[src/hdl/pds_pkg.sv]
`timescale 1ns / 1ps
// ----------------------------------------------------------------------------
// pds_pkg
// Shared widths, codes and types of the pedal dead-band scaler.
// ----------------------------------------------------------------------------
package pds_pkg;

  localparam int SAMPLE_W    = 8;
  localparam int VALUE_W     = 7;
  localparam int STATUS_W    = 2;
  localparam int OP_W        = 2;
  localparam int CFG_INDEX_W = 2;
  localparam int CFG_DATA_W  = 8;

  // window sum of three samples
  localparam int SUM_W       = SAMPLE_W + 2;
  // (sample - low) * 127 fits in SAMPLE_W + VALUE_W bits
  localparam int DIV_NUM_W   = SAMPLE_W + VALUE_W;
  localparam int DIV_REM_W   = SAMPLE_W;
  localparam int DIV_CNT_W   = 4;

  localparam logic [DIV_CNT_W-1:0] MEAN_STEPS  = DIV_CNT_W'(SUM_W);
  localparam logic [DIV_CNT_W-1:0] SCALE_STEPS = DIV_CNT_W'(VALUE_W);

  localparam logic [OP_W-1:0] OP_SAMPLE    = 2'd0;
  localparam logic [OP_W-1:0] OP_CAL_START = 2'd1;
  localparam logic [OP_W-1:0] OP_CAL_STOP  = 2'd2;

  localparam logic [STATUS_W-1:0] CAL_NONE    = 2'd0;
  localparam logic [STATUS_W-1:0] CAL_APPLIED = 2'd1;
  localparam logic [STATUS_W-1:0] CAL_DEFAULT = 2'd2;
  localparam logic [STATUS_W-1:0] CAL_KEPT    = 2'd3;

  localparam logic [CFG_INDEX_W-1:0] REG_IS_PRIMARY = 2'd0;
  localparam logic [CFG_INDEX_W-1:0] REG_BOOT_MIN   = 2'd1;
  localparam logic [CFG_INDEX_W-1:0] REG_BOOT_MAX   = 2'd2;

  localparam logic [SAMPLE_W-1:0] BOOT_MIN_RST = 8'd0;
  localparam logic [SAMPLE_W-1:0] BOOT_MAX_RST = 8'd127;
  localparam logic [VALUE_W-1:0]  VALUE_MAX    = '1;

  typedef enum logic [2:0] {
    S_IDLE,
    S_MEAN,
    S_CHECK,
    S_SCALE,
    S_DONE
  } pds_state_t;

  typedef struct packed {
    logic                 start;
    logic [DIV_CNT_W-1:0] steps;
    logic [DIV_REM_W-1:0] rem_init;
    logic [DIV_NUM_W-1:0] num;
    logic [SAMPLE_W-1:0]  divisor;
  } div_req_t;

  typedef struct packed {
    logic                 done;
    logic [DIV_NUM_W-1:0] quot;
  } div_sts_t;

  typedef struct packed {
    logic                clear;
    logic                mark;
    logic [SAMPLE_W-1:0] sample;
  } cal_cmd_t;

  typedef struct packed {
    logic                enough;
    logic [SAMPLE_W-1:0] low;
    logic [SAMPLE_W-1:0] high;
  } cal_sts_t;

endpackage

[src/hdl/pds_in_if.sv]
`timescale 1ns / 1ps
// ----------------------------------------------------------------------------
// pds_in_if
// Input channel: operation code and raw pedal sample.
// ----------------------------------------------------------------------------
interface pds_in_if import pds_pkg::*; ();
  logic                valid;
  logic                ready;
  logic [OP_W-1:0]     op;
  logic [SAMPLE_W-1:0] sample;

  modport source (output valid, output op, output sample, input ready);
  modport sink   (input valid, input op, input sample, output ready);
endinterface

[src/hdl/pds_out_if.sv]
`timescale 1ns / 1ps
// ----------------------------------------------------------------------------
// pds_out_if
// Output channel: scaled pedal value and calibration status.
// ----------------------------------------------------------------------------
interface pds_out_if import pds_pkg::*; ();
  logic                valid;
  logic                ready;
  logic                valid_res;
  logic [VALUE_W-1:0]  value;
  logic [STATUS_W-1:0] cal_status;

  modport source (output valid, output valid_res, output value, output cal_status,
                  input ready);
  modport sink   (input valid, input valid_res, input value, input cal_status,
                  output ready);
endinterface

[src/hdl/pds_serial_div.sv]
`timescale 1ns / 1ps
// ----------------------------------------------------------------------------
// pds_serial_div
// Restoring divider, one quotient bit per cycle, shared by the window mean
// and the span scaling.
// ----------------------------------------------------------------------------
module pds_serial_div import pds_pkg::*; (
  input  logic     clk,
  input  logic     rst,
  input  div_req_t req,
  output div_sts_t sts
);

  logic                 busy;
  logic                 done;
  logic [DIV_CNT_W-1:0] cnt;
  logic [DIV_REM_W-1:0] rem;
  logic [DIV_NUM_W-1:0] num;
  logic [DIV_NUM_W-1:0] quot;
  logic [SAMPLE_W-1:0]  divisor;

  logic [DIV_REM_W:0]   rem_sh;
  logic                 fits;
  logic [DIV_REM_W:0]   rem_sub;

  // remainder stays below the divisor, so it fits back in DIV_REM_W bits
  assign rem_sh  = {rem, num[DIV_NUM_W-1]};
  assign fits    = rem_sh >= {1'b0, divisor};
  assign rem_sub = rem_sh - {1'b0, divisor};

  always_ff @(posedge clk) begin
    if (rst) begin
      busy <= 1'b0;
      done <= 1'b0;
      cnt  <= '0;
    end else begin
      done <= 1'b0;
      if (req.start) begin
        busy <= 1'b1;
        cnt  <= req.steps;
      end else if (busy) begin
        cnt <= cnt - DIV_CNT_W'(1);
        if (cnt == DIV_CNT_W'(1)) begin
          busy <= 1'b0;
          done <= 1'b1;
        end
      end
    end
  end

  always_ff @(posedge clk) begin
    if (req.start) begin
      rem     <= req.rem_init;
      num     <= req.num;
      divisor <= req.divisor;
      quot    <= '0;
    end else if (busy) begin
      rem  <= fits ? rem_sub[DIV_REM_W-1:0] : rem_sh[DIV_REM_W-1:0];
      num  <= {num[DIV_NUM_W-2:0], 1'b0};
      quot <= {quot[DIV_NUM_W-2:0], fits};
    end
  end

  assign sts.done = done;
  assign sts.quot = quot;

endmodule

[src/hdl/pds_cal_track.sv]
`timescale 1ns / 1ps
// ----------------------------------------------------------------------------
// pds_cal_track
// Calibration tracker: running min and max and a distinct-value count
// that saturates at three.
// ----------------------------------------------------------------------------
module pds_cal_track import pds_pkg::*; (
  input  logic     clk,
  input  logic     rst,
  input  cal_cmd_t cmd,
  output cal_sts_t sts
);

  logic [1:0]          cnt;
  logic [SAMPLE_W-1:0] low;
  logic [SAMPLE_W-1:0] high;
  // first two distinct values seen; a third distinct one saturates the count
  logic [SAMPLE_W-1:0] first;
  logic [SAMPLE_W-1:0] second;

  always_ff @(posedge clk) begin
    if (rst || cmd.clear) begin
      cnt  <= 2'd0;
      low  <= '1;
      high <= '0;
    end else if (cmd.mark) begin
      if (cmd.sample < low) begin
        low <= cmd.sample;
      end
      if (cmd.sample > high) begin
        high <= cmd.sample;
      end
      case (cnt)
        2'd0: cnt <= 2'd1;
        2'd1: if (cmd.sample != first) cnt <= 2'd2;
        2'd2: if (cmd.sample != first && cmd.sample != second) cnt <= 2'd3;
        default: cnt <= cnt;
      endcase
    end
  end

  always_ff @(posedge clk) begin
    if (cmd.mark && cnt == 2'd0) begin
      first <= cmd.sample;
    end
    if (cmd.mark && cnt == 2'd1) begin
      second <= cmd.sample;
    end
  end

  assign sts.enough = cnt == 2'd3;
  assign sts.low    = low;
  assign sts.high   = high;

endmodule

[src/hdl/pedal_deadband_scaler.sv]
`timescale 1ns / 1ps
// ----------------------------------------------------------------------------
// pedal_deadband_scaler
// Pedal sample conditioning: dead band around a three-sample mean,
// min/max calibration and linear scaling to 0..127 (inverted).
// ----------------------------------------------------------------------------
// Every input word gives exactly one output word. The block takes one word at
// a time: calibration starts and stops, ignored codes and samples taken during
// calibration go from acceptance straight to S_DONE; a sample outside
// calibration passes S_CHECK and may use the bit-serial divider, which
// produces one quotient bit per cycle: the window mean on every third sample
// takes 10 quotient bits (S_MEAN, before S_CHECK) and the span scaling of a
// sample outside the dead band and inside the span takes 7 quotient bits
// (S_SCALE, after S_CHECK). The output register holds a finished word
// while the next one is accepted and worked on. Configuration writes (primary
// flag, table minimum, table maximum) load the table directly and are meant
// for times when the block is idle.
// ----------------------------------------------------------------------------
module pedal_deadband_scaler import pds_pkg::*; (
  input  logic                   clk,
  input  logic                   rst,
  pds_in_if.sink                 in_ch,
  pds_out_if.source              out_ch,
  input  logic                   wr_en,
  input  logic [CFG_INDEX_W-1:0] wr_index,
  input  logic [CFG_DATA_W-1:0]  wr_data
);

  pds_state_t state, state_next;

  logic                accept;
  logic [SAMPLE_W-1:0] smp_q;

  logic [SAMPLE_W-1:0] window0;
  logic [SAMPLE_W-1:0] window1;
  logic [1:0]          phase;
  logic [SAMPLE_W-1:0] mean;
  logic                in_cal;
  logic                is_primary;
  logic [SAMPLE_W-1:0] table_low;
  logic [SAMPLE_W-1:0] table_high;

  logic                res_valid;
  logic [VALUE_W-1:0]  res_value;
  logic [STATUS_W-1:0] res_status;

  logic                out_valid;
  logic                out_valid_res;
  logic [VALUE_W-1:0]  out_value;
  logic [STATUS_W-1:0] out_status;
  logic                out_free;
  logic                out_load;

  logic                phase_wrap;
  logic                mean_start;
  logic [SUM_W-1:0]    sum;

  logic                far;
  logic [SAMPLE_W+1:0] span;
  logic                span_pos;
  logic [SAMPLE_W:0]   lo;
  logic                s_ge_lo;
  logic [SAMPLE_W-1:0] diff;
  logic                diff_ge_span;
  logic                scale_need;
  logic [VALUE_W-1:0]  r_direct;
  logic [DIV_NUM_W-1:0] prod;

  div_req_t div_req;
  div_sts_t div_sts;
  cal_cmd_t cal_cmd;
  cal_sts_t cal_sts;

  assign accept     = in_ch.valid && in_ch.ready;
  assign phase_wrap = phase == 2'd2;
  assign sum        = SUM_W'(in_ch.sample) + SUM_W'(window0) + SUM_W'(window1);
  assign mean_start = accept && in_ch.op == OP_SAMPLE && !in_cal && phase_wrap;

  // dead band and scaling terms, used in S_CHECK
  assign far = ({1'b0, smp_q} > {1'b0, mean} + (SAMPLE_W+1)'(2)) ||
               ({1'b0, smp_q} + (SAMPLE_W+1)'(2) < {1'b0, mean});
  assign span = {2'b00, table_high} - {2'b00, table_low} - (SAMPLE_W+2)'(8);
  assign span_pos     = !span[SAMPLE_W+1] && span != '0;
  assign lo           = {1'b0, table_low} + (SAMPLE_W+1)'(4);
  assign s_ge_lo      = {1'b0, smp_q} >= lo;
  assign diff         = smp_q - lo[SAMPLE_W-1:0];
  assign diff_ge_span = diff >= span[SAMPLE_W-1:0];
  assign scale_need   = far && span_pos && s_ge_lo && !diff_ge_span;
  // diff * 127 as a shift and subtract
  assign prod = {diff, VALUE_W'(0)} - DIV_NUM_W'(diff);

  always_comb begin
    if (!span_pos) begin
      r_direct = s_ge_lo ? VALUE_MAX : '0;
    end else if (!s_ge_lo) begin
      r_direct = '0;
    end else begin
      r_direct = VALUE_MAX;
    end
  end

  assign out_free = !out_valid || out_ch.ready;

  // next state
  always_comb begin
    state_next = state;
    unique case (state)
      S_IDLE: begin
        if (accept) begin
          if (in_ch.op == OP_SAMPLE && !in_cal) begin
            state_next = phase_wrap ? S_MEAN : S_CHECK;
          end else begin
            state_next = S_DONE;
          end
        end
      end
      S_MEAN:  if (div_sts.done) state_next = S_CHECK;
      S_CHECK: state_next = scale_need ? S_SCALE : S_DONE;
      S_SCALE: if (div_sts.done) state_next = S_DONE;
      S_DONE:  if (out_free) state_next = S_IDLE;
      default: state_next = S_IDLE;
    endcase
  end

  // state machine outputs
  always_comb begin
    in_ch.ready      = 1'b0;
    out_load         = 1'b0;
    div_req.start    = 1'b0;
    div_req.steps    = MEAN_STEPS;
    div_req.rem_init = '0;
    div_req.num      = {sum, (DIV_NUM_W-SUM_W)'(0)};
    div_req.divisor  = SAMPLE_W'(3);
    unique case (state)
      S_IDLE: begin
        in_ch.ready   = 1'b1;
        div_req.start = mean_start;
      end
      S_CHECK: begin
        div_req.start    = scale_need;
        div_req.steps    = SCALE_STEPS;
        div_req.rem_init = prod[DIV_NUM_W-1:VALUE_W];
        div_req.num      = {prod[VALUE_W-1:0], SAMPLE_W'(0)};
        div_req.divisor  = span[SAMPLE_W-1:0];
      end
      S_DONE:  out_load = out_free;
      default: ;
    endcase
  end

  always_ff @(posedge clk) begin
    if (rst) begin
      state <= S_IDLE;
    end else begin
      state <= state_next;
    end
  end

  always_ff @(posedge clk) begin
    if (rst) begin
      window0    <= '0;
      window1    <= '0;
      phase      <= 2'd0;
      mean       <= '0;
      in_cal     <= 1'b0;
      is_primary <= 1'b1;
      table_low  <= BOOT_MIN_RST;
      table_high <= BOOT_MAX_RST;
    end else begin
      if (accept) begin
        case (in_ch.op)
          OP_SAMPLE: begin
            if (!in_cal) begin
              window1 <= window0;
              window0 <= in_ch.sample;
              phase   <= phase_wrap ? 2'd0 : phase + 2'd1;
            end
          end
          OP_CAL_START: in_cal <= 1'b1;
          OP_CAL_STOP: begin
            in_cal <= 1'b0;
            if (cal_sts.enough) begin
              table_low  <= cal_sts.low;
              table_high <= cal_sts.high;
            end else if (is_primary) begin
              table_low  <= BOOT_MIN_RST;
              table_high <= BOOT_MAX_RST;
            end
          end
          default: ;
        endcase
      end
      if (state == S_MEAN && div_sts.done) begin
        mean <= div_sts.quot[SAMPLE_W-1:0];
      end
      if (wr_en) begin
        case (wr_index)
          REG_IS_PRIMARY: is_primary <= wr_data[0];
          REG_BOOT_MIN:   table_low  <= wr_data;
          REG_BOOT_MAX:   table_high <= wr_data;
          default: ;
        endcase
      end
    end
  end

  // pending result word
  always_ff @(posedge clk) begin
    if (accept) begin
      smp_q      <= in_ch.sample;
      res_valid  <= 1'b0;
      res_value  <= '0;
      res_status <= CAL_NONE;
      if (in_ch.op == OP_CAL_STOP) begin
        if (cal_sts.enough) begin
          res_status <= CAL_APPLIED;
        end else if (is_primary) begin
          res_status <= CAL_DEFAULT;
        end else begin
          res_status <= CAL_KEPT;
        end
      end
    end
    if (state == S_CHECK && far) begin
      res_valid <= 1'b1;
      res_value <= ~r_direct;
    end
    if (state == S_SCALE && div_sts.done) begin
      res_value <= ~div_sts.quot[VALUE_W-1:0];
    end
  end

  always_ff @(posedge clk) begin
    if (rst) begin
      out_valid <= 1'b0;
    end else if (out_load) begin
      out_valid <= 1'b1;
    end else if (out_ch.ready) begin
      out_valid <= 1'b0;
    end
  end

  always_ff @(posedge clk) begin
    if (out_load) begin
      out_valid_res <= res_valid;
      out_value     <= res_value;
      out_status    <= res_status;
    end
  end

  assign out_ch.valid      = out_valid;
  assign out_ch.valid_res  = out_valid_res;
  assign out_ch.value      = out_value;
  assign out_ch.cal_status = out_status;

  assign cal_cmd.clear  = accept && in_ch.op == OP_CAL_START;
  assign cal_cmd.mark   = accept && in_ch.op == OP_SAMPLE && in_cal;
  assign cal_cmd.sample = in_ch.sample;

  pds_serial_div u_div (
    .clk (clk),
    .rst (rst),
    .req (div_req),
    .sts (div_sts)
  );

  pds_cal_track u_cal (
    .clk (clk),
    .rst (rst),
    .cmd (cal_cmd),
    .sts (cal_sts)
  );

endmodule

[src/flat_wrapper.sv]
// flat-port wrapper written by rule: the top's interface ports become plain ports
module pedal_deadband_scaler_flat import pds_pkg::*;
  (clk, rst, wr_en, wr_index, wr_data, in_ch_valid, in_ch_op, in_ch_sample, in_ch_ready, out_ch_valid, out_ch_valid_res, out_ch_value, out_ch_cal_status, out_ch_ready);
  pds_in_if in_ch_i ();
  pds_out_if out_ch_i ();
  input  logic clk;
  input  logic rst;
  input  logic wr_en;
  input  logic [CFG_INDEX_W-1:0] wr_index;
  input  logic [CFG_DATA_W-1:0] wr_data;
  input wire logic [$bits(in_ch_i.valid)-1:0] in_ch_valid;
  input wire logic [$bits(in_ch_i.op)-1:0] in_ch_op;
  input wire logic [$bits(in_ch_i.sample)-1:0] in_ch_sample;
  output wire logic [$bits(in_ch_i.ready)-1:0] in_ch_ready;
  output wire logic [$bits(out_ch_i.valid)-1:0] out_ch_valid;
  output wire logic [$bits(out_ch_i.valid_res)-1:0] out_ch_valid_res;
  output wire logic [$bits(out_ch_i.value)-1:0] out_ch_value;
  output wire logic [$bits(out_ch_i.cal_status)-1:0] out_ch_cal_status;
  input wire logic [$bits(out_ch_i.ready)-1:0] out_ch_ready;
  assign in_ch_i.valid = in_ch_valid;
  assign in_ch_i.op = in_ch_op;
  assign in_ch_i.sample = in_ch_sample;
  assign in_ch_ready = in_ch_i.ready;
  assign out_ch_valid = out_ch_i.valid;
  assign out_ch_valid_res = out_ch_i.valid_res;
  assign out_ch_value = out_ch_i.value;
  assign out_ch_cal_status = out_ch_i.cal_status;
  assign out_ch_i.ready = out_ch_ready;
  pedal_deadband_scaler u_core (.clk(clk), .rst(rst), .in_ch(in_ch_i), .out_ch(out_ch_i), .wr_en(wr_en), .wr_index(wr_index), .wr_data(wr_data));
endmodule
[config.mk]
export PLATFORM = sky130hd
export DESIGN_NAME = pedal_deadband_scaler_flat
export DESIGN_NICKNAME = d
export VERILOG_FILES = /design/src/hdl/pds_pkg.sv /design/src/hdl/pds_in_if.sv /design/src/hdl/pds_out_if.sv /design/src/hdl/pds_serial_div.sv /design/src/hdl/pds_cal_track.sv /design/src/hdl/pedal_deadband_scaler.sv /design/src/flat_wrapper.sv
export SDC_FILE = /design/constraint.sdc
export NUM_CORES = 1
export LEC_CHECK = 0
export ABC_AREA = 1
export ABC_CLOCK_PERIOD_IN_PS = 8300
export BUFFER_PORTS_ARGS = -buffer_cell sky130_fd_sc_hd__buf_2
export CAP_MARGIN = 20
export CORE_AREA = 5 5 142 144
export CTS_BUF_LIST = sky130_fd_sc_hd__clkbuf_8
export DETAILED_ROUTE_END_ITERATION = 6
export DIE_AREA = 0 0 147 149
export GPL_ROUTABILITY_DRIVEN = 0
export GPL_TIMING_DRIVEN = 1
export PLACE_DENSITY = 0.68
export SETUP_SLACK_MARGIN = 0.1
export SLEW_MARGIN = 30
export SYNTH_ARGS = -nofsm -noshare
export SYNTH_HDL_FRONTEND = slang
export SYNTH_SLANG_ARGS = --single-unit
[constraint.sdc]
create_clock -name clk -period 8.3 [get_ports clk]
set_input_delay 0.83 -clock clk [delete_from_list [all_inputs] [get_ports clk]]
set_output_delay 0.83 -clock clk [all_outputs]
set_load 0.02 [all_outputs]
# ---- Yosys cells after proc, flatten, opt, wreduce, memory -nomap -nowiden
# Cells that the tools add are included.
dict set report word_totals {
  register_bits 155
  out_inout_bits 12
  wordCells 166
}
dict set report op_classes {
  n_addsub 12
  magnitude_cmp 7
  eq_ne 21
  n_mux 48
  bitwise_logic 5
  reduce_logical 43
}
# op n
set ops {}
lappend ops {{8-bit two-way mux} 15}
lappend ops {{35-bit two-way mux} 1}
lappend ops {{15-bit two-way mux} 2}
lappend ops {{7-bit two-way mux} 4}
lappend ops {{8-bit by 2-bit adder with 9-bit output (second input constant)} 2}
lappend ops {{3-bit two-way mux} 6}
lappend ops {{1-bit logical AND} 17}
lappend ops {{8-bit != test} 2}
lappend ops {{8-bit subtractor} 2}
lappend ops {{3-bit case mux with 5 select lines} 1}
lappend ops {{15-bit by 8-bit subtractor with 15-bit output} 1}
lappend ops {{7-bit NOT} 2}
lappend ops {{10-bit by 8-bit adder with 10-bit output} 1}
lappend ops {{2-bit == test (second input constant)} 5}
lappend ops {{1-bit two-way mux} 10}
lappend ops {{10-bit nonzero test} 1}
lappend ops {{10-bit by 4-bit subtractor with 10-bit output (second input constant)} 1}
lappend ops {{8-bit by 3-bit adder with 9-bit output (second input constant)} 1}
lappend ops {{8-bit by 8-bit adder with 9-bit output} 1}
lappend ops {{8-bit by 9-bit greater-or-equal comparator with 1-bit output} 1}
lappend ops {{9-bit by 8-bit greater-or-equal comparator with 1-bit output} 1}
lappend ops {{8-bit by 9-bit > comparator with 1-bit output} 1}
lappend ops {{9-bit by 8-bit < comparator with 1-bit output} 1}
lappend ops {{8-bit by 8-bit subtractor with 9-bit output} 1}
lappend ops {{28 further kinds} 56}

# ---- Depth between registers and ports, before layout
dict set report depth {
  depth_word 9
  depth_mapped 28
  mapped_depth_nobuf 28
}

# ---- Modules after synthesis
# A second synthesis with hierarchy kept.
dict set report unflattened {
  cells_unflattened 1263
  hier_area_um2 10055.9
}
# mod n_inst cells_per_inst area_per_inst_um2 seq_area_each_um2
set modules_own_cells {}
lappend modules_own_cells {pedal_deadband_scaler 1 738 5515.3 1791.7}
lappend modules_own_cells {pds_serial_div 1 299 2618.8 1351.3}
lappend modules_own_cells {pds_cal_track 1 226 1921.8 840.8}

# ---- Worst setup path after synthesis
# Ideal clock, no wire load.
dict set report synth_path {
  kind {reg2reg}
  from {reg u_core.table_low[0]}
  to {reg u_core.u_div.num[10] (enable)}
  setup_time_ps 375
  arrival_ps 3534
  required_ps 7925
  path_slack_ps 4392
  path_stages_with_launch 26
  n_path_buf 1
  synth_period_minus_slack_ps 3908
  path_cell_list {dfxtp_1 ha_1 inv_1 fa_1 nand3_2 nand2_2 nand2_1 nand2_1 inv_1 ha_1 inv_1 nor2_1 nand3_2 nand2_1 inv_1 ha_1 a21oi_1 o21ai_0 nor3b_1 nand3_2 nor2_4 nand3_4 nand2_8 inv_6 buf_6 nand2_1}
}
dict set report synth_between {
  elab_chain_cells 9
}
# item line
set synth_rtl {}
lappend synth_rtl {{start, declared} pedal_deadband_scaler.sv:40} ;# logic [SAMPLE_W-1:0] table_low;
lappend synth_rtl {{start signal, assigned} pedal_deadband_scaler.sv:183} ;# table_low <= cal_sts.low;
lappend synth_rtl {{start signal, assigned} pedal_deadband_scaler.sv:199} ;# REG_BOOT_MIN: table_low <= wr_data;
lappend synth_rtl {{branches (longest 6 deep; another with 10-bit by 4-bit subtractor with 10-bit output)} -}
lappend synth_rtl {{1-bit logical AND *} pedal_deadband_scaler.sv:88} ;# assign scale_need = far && span_pos && s_ge_lo && !diff_ge_span;
lappend synth_rtl {{1-bit case mux with 2 select lines *} pedal_deadband_scaler.sv:134} ;# unique case (state)
lappend synth_rtl {{2-bit nonzero test (no line) *} -}
lappend synth_rtl {{end signal, assigned} pds_serial_div.sv:54} ;# num <= req.num;
lappend synth_rtl {{end signal, assigned} pds_serial_div.sv:59} ;# num <= {num[DIV_NUM_W-2:0], 1'b0};
lappend synth_rtl {{end, declared} pds_serial_div.sv:18} ;# logic [DIV_NUM_W-1:0] num;
# Mark *: on every way between the ends.
# A chain may end at the register's enable or synchronous reset.

# ---- Worst setup path after layout
dict set report layout_path {
  from {reg u_core.table_low[0]}
  to {reg u_core.u_div.num[5] (enable)}
}
# The elaborated chain is that of the path after synthesis.

==> results.py <==
metrics = {
    "outcome": {
        "status": "finished clean",
    },
    "logic_synthesis": {
        "synth_fp_nets": 1290,
        "ys_seq_elements": 150,
        "netlist_top_cells_area": "edfxtp_1, dfxtp_1, ha_1",
        "ys_seq_area_frac": 0.3886,
        "synth.largest_area_cell": "edfxtp_1",
        "synthCells": 1166,
        "synth_warnings": 0,
        "synth_top_area_frac": 0.2180,
        "synth_edf_count": 69,
        "synth.distinct_cells": 54,
        "synthFlopType": "dfxtp_1",
        "syn_area_per_cell_um2": 8.152,
        "synth-async-reset-ratio": 0,
        "synth_area_um2": 9505,
    },
    "sta": {
        "worst_slack_ns": 3.829,
        "finalSetupTns_ns": 0,
        "hold_viol": 0,
        "slew_headroom": 0.4328,
        "period_minus_slack_ns": 4.471,
        "finalCritPeriodShare": 0.5387,
        "skew_ns": 0.01347,
        "max_freq_ghz": 0.2237,
        "worstMarginPinSlew_ns": 0.8443,
        "setup_viol_count_final": 0,
        "rsz0062_at_grt": "false",
        "maxSlewViolCount": 0,
    },
    "clock_network": {
        "cts_inserted_buffers": 17,
        "clock_latency_ns": 0.47,
        "post_cts_resized": 0,
        "clkTransAtPathRegs_ns": 0.09,
        "root_buffer": "clkbuf_8",
        "cts_hold_buf": 0,
        "clockBufferDepth": 2,
        "cts_tree": "done",
        "htreeDepth": 4,
        "post_cts_buffers": 0,
        "clkSinkCount": 150,
    },
    "cells_and_area": {
        "insertedDiodeCount": 0,
        "final_common_cell": "nand2_1",
        "area_growth_pct": 8.438,
        "nFillCells": 1693,
        "finalNetCount": 1325,
        "drive_above_1_share": 0.1153,
        "largest-register": "u_core.u_div.num",
        "final_cell_mix": "nand2_1, inv_1, ha_1",
        "largest_reg_flops": 10,
        "final_cells": 1448,
    },
    "routing": {
        "drt-total-wl_um": 21760,
        "viasPerCell": 5.335,
        "dr.max_layer_used": "met4",
        "wl_met2_um": 10150,
        "wl_per_cell_um": 15.02,
        "drtIter0Drc": 460,
        "via_count": 7725,
        "postRouteAntennaNets": 0,
        "firstDrtPassIters": 6,
        "drc": 0,
        "drt-met1-wl_um": 9874,
        "routed-wl-met3_um": 1219,
    },
    "placement": {
        "placed_cells": 1416,
        "port_buffers": 36,
        "pre_cts_ws_ns": 3.831,
        "dpl.hpwl_um": 16710,
    },
    "grt": {
        "grt_pass1_vias": 7302,
        "grt_max_degree": 48,
        "overflow": 0,
        "grt_pass1_wl_um": 35890,
        "grt_usage": 0.2050,
        "antenna_found_initial": 0,
    },
    "critical_path": {
        "path_class": "reg2reg",
        "start_kind": "flop",
        "cp-end-kind": "flop",
        "crit_fanout": 26,
        "crit_arrival_ns": 4.57,
        "cp.required_ns": 8.40,
        "rr_worst_depth": 24,
    },
    "die": {
        "coreArea_um2": 18580,
        "ios": 37,
        "placementRows": 50,
        "die_x_um": 147,
        "die_h_um": 149,
        "die_area_um2": 21900,
        "start_util": 0.5116,
    },
    "job": {
        "cap_violations": 0,
    },
    "min_path": {
        "hold_path_depth": 0,
        "hold_path.class": "reg2reg",
    },
    "power_and_ir_drop": {
        "power_density_nw_per_um2": 185.5,
        "p_total_w": 0.001912,
        "peakVddDrop_mv": 0.1574,
        "p_leak_nw": 4.555,
    },
}
## layout make-up
cell class / count / area [um^2] / share of cell area
Clock buffer: 18 / 247.7 / 0.02403
Clock inverter: 14 / 162.7 / 0.01578
Inverter: 175 / 663.1 / 0.06434
Multi-Input combinational cell: 818 / 5045 / 0.4894
Sequential cell: 150 / 3694 / 0.3583
Tap cell: 234 / 292.8 / 0.02840
Timing Repair Buffer: 39 / 202.7 / 0.01966
## critical path: stages, from the launching register on
cell	delay, ns
dfxtp_1	0.38
ha_1	0.16
inv_1	0.07
fa_1	0.42
nand3_2	0.10
nand2_2	0.07
nand2_1	0.06
nand2_1	0.07
inv_1	0.06
ha_1	0.16
inv_1	0.06
nor2_1	0.13
nand3_2	0.10
nand2_1	0.08
inv_1	0.06
ha_1	0.31
a21oi_1	0.11
o21ai_0	0.09
nor3b_1	0.25
nand3_2	0.14
nor2_4	0.14
nand3_4	0.18
nand2_8	0.23
inv_6	0.10
nand2_1	0.57
## cells by family (layout without fill, tap and decap cells)
kind of cell	count (synthesis)	in the layout	synth area share
flip-flops	150	150	0.3886
buffers and inverters	198	246	0.08161
AO/OA/AOI/OAI	225	225	0.1356
XOR/XNOR	50	50	0.04765
AND/OR/NAND/NOR	441	441	0.2088
adder cells (fa/ha/maj)	99	99	0.1343
multiplexers	3	3	0.003554
## stage by stage
step                        util  hold WS [ns]  instance area, um^2
after global placement    0.5322        0.4025                 9888
after detailed placement  0.5325        0.4045                 9894
after CTS                 0.5546        0.4241                10300
after floorplan                -        0.4003                 9505
final                     0.5547        0.4234                10310
after global routing      0.5547        0.4458                10310
## cells in the mapped netlist (5+ instances only)
master	number
nand2_2	13
dfxtp_1	81
o211ai_1	13
nor2_2	11
o21ai_0	79
nand2_1	228
nand4_1	13
xnor2_1	24
a21oi_1	81
nor3_1	6
fa_1	5
xor2_1	24
ha_1	94
a21oi_2	5
clkbuf_1	17
or2_2	6
nand3_2	8
o21ai_1	5
a31oi_1	12
nand3b_1	5
inv_2	6
inv_1	165
nor2_1	82
edfxtp_1	69
nand3_1	57
## final timing paths
| path | from | end | slack [ns] |
|---|---|---|---|
| max | u_core.table_low[0] | u_core.u_div.num[5] | 3.83 |
| min | u_core.res_value[2] | u_core.out_ch.value[2] | 0.42 |
| max reg2reg | u_core.table_low[0] | u_core.u_div.num[5] | 3.83 |
| min reg2reg | u_core.res_value[2] | u_core.out_ch.value[2] | 0.42 |
## per-layer routing
layer,up-vias,track usage
li1,3969,-
met1,3519,0.2713
met2,199,0.3406
met3,38,0.03768
met4,0,0.06803
met5,-,0
## power breakdown
part | switching (W) | total, W | internal, W
clock network | 0.000301 | 0.000584 | 0.000283
logic | 0.000301 | 0.000466 | 0.000165
registers | 0.0000340 | 0.000863 | 0.000829
total | 0.000636 | 0.00191 | 0.00128
No activity file was read; power rests on OpenSTA's default activity.
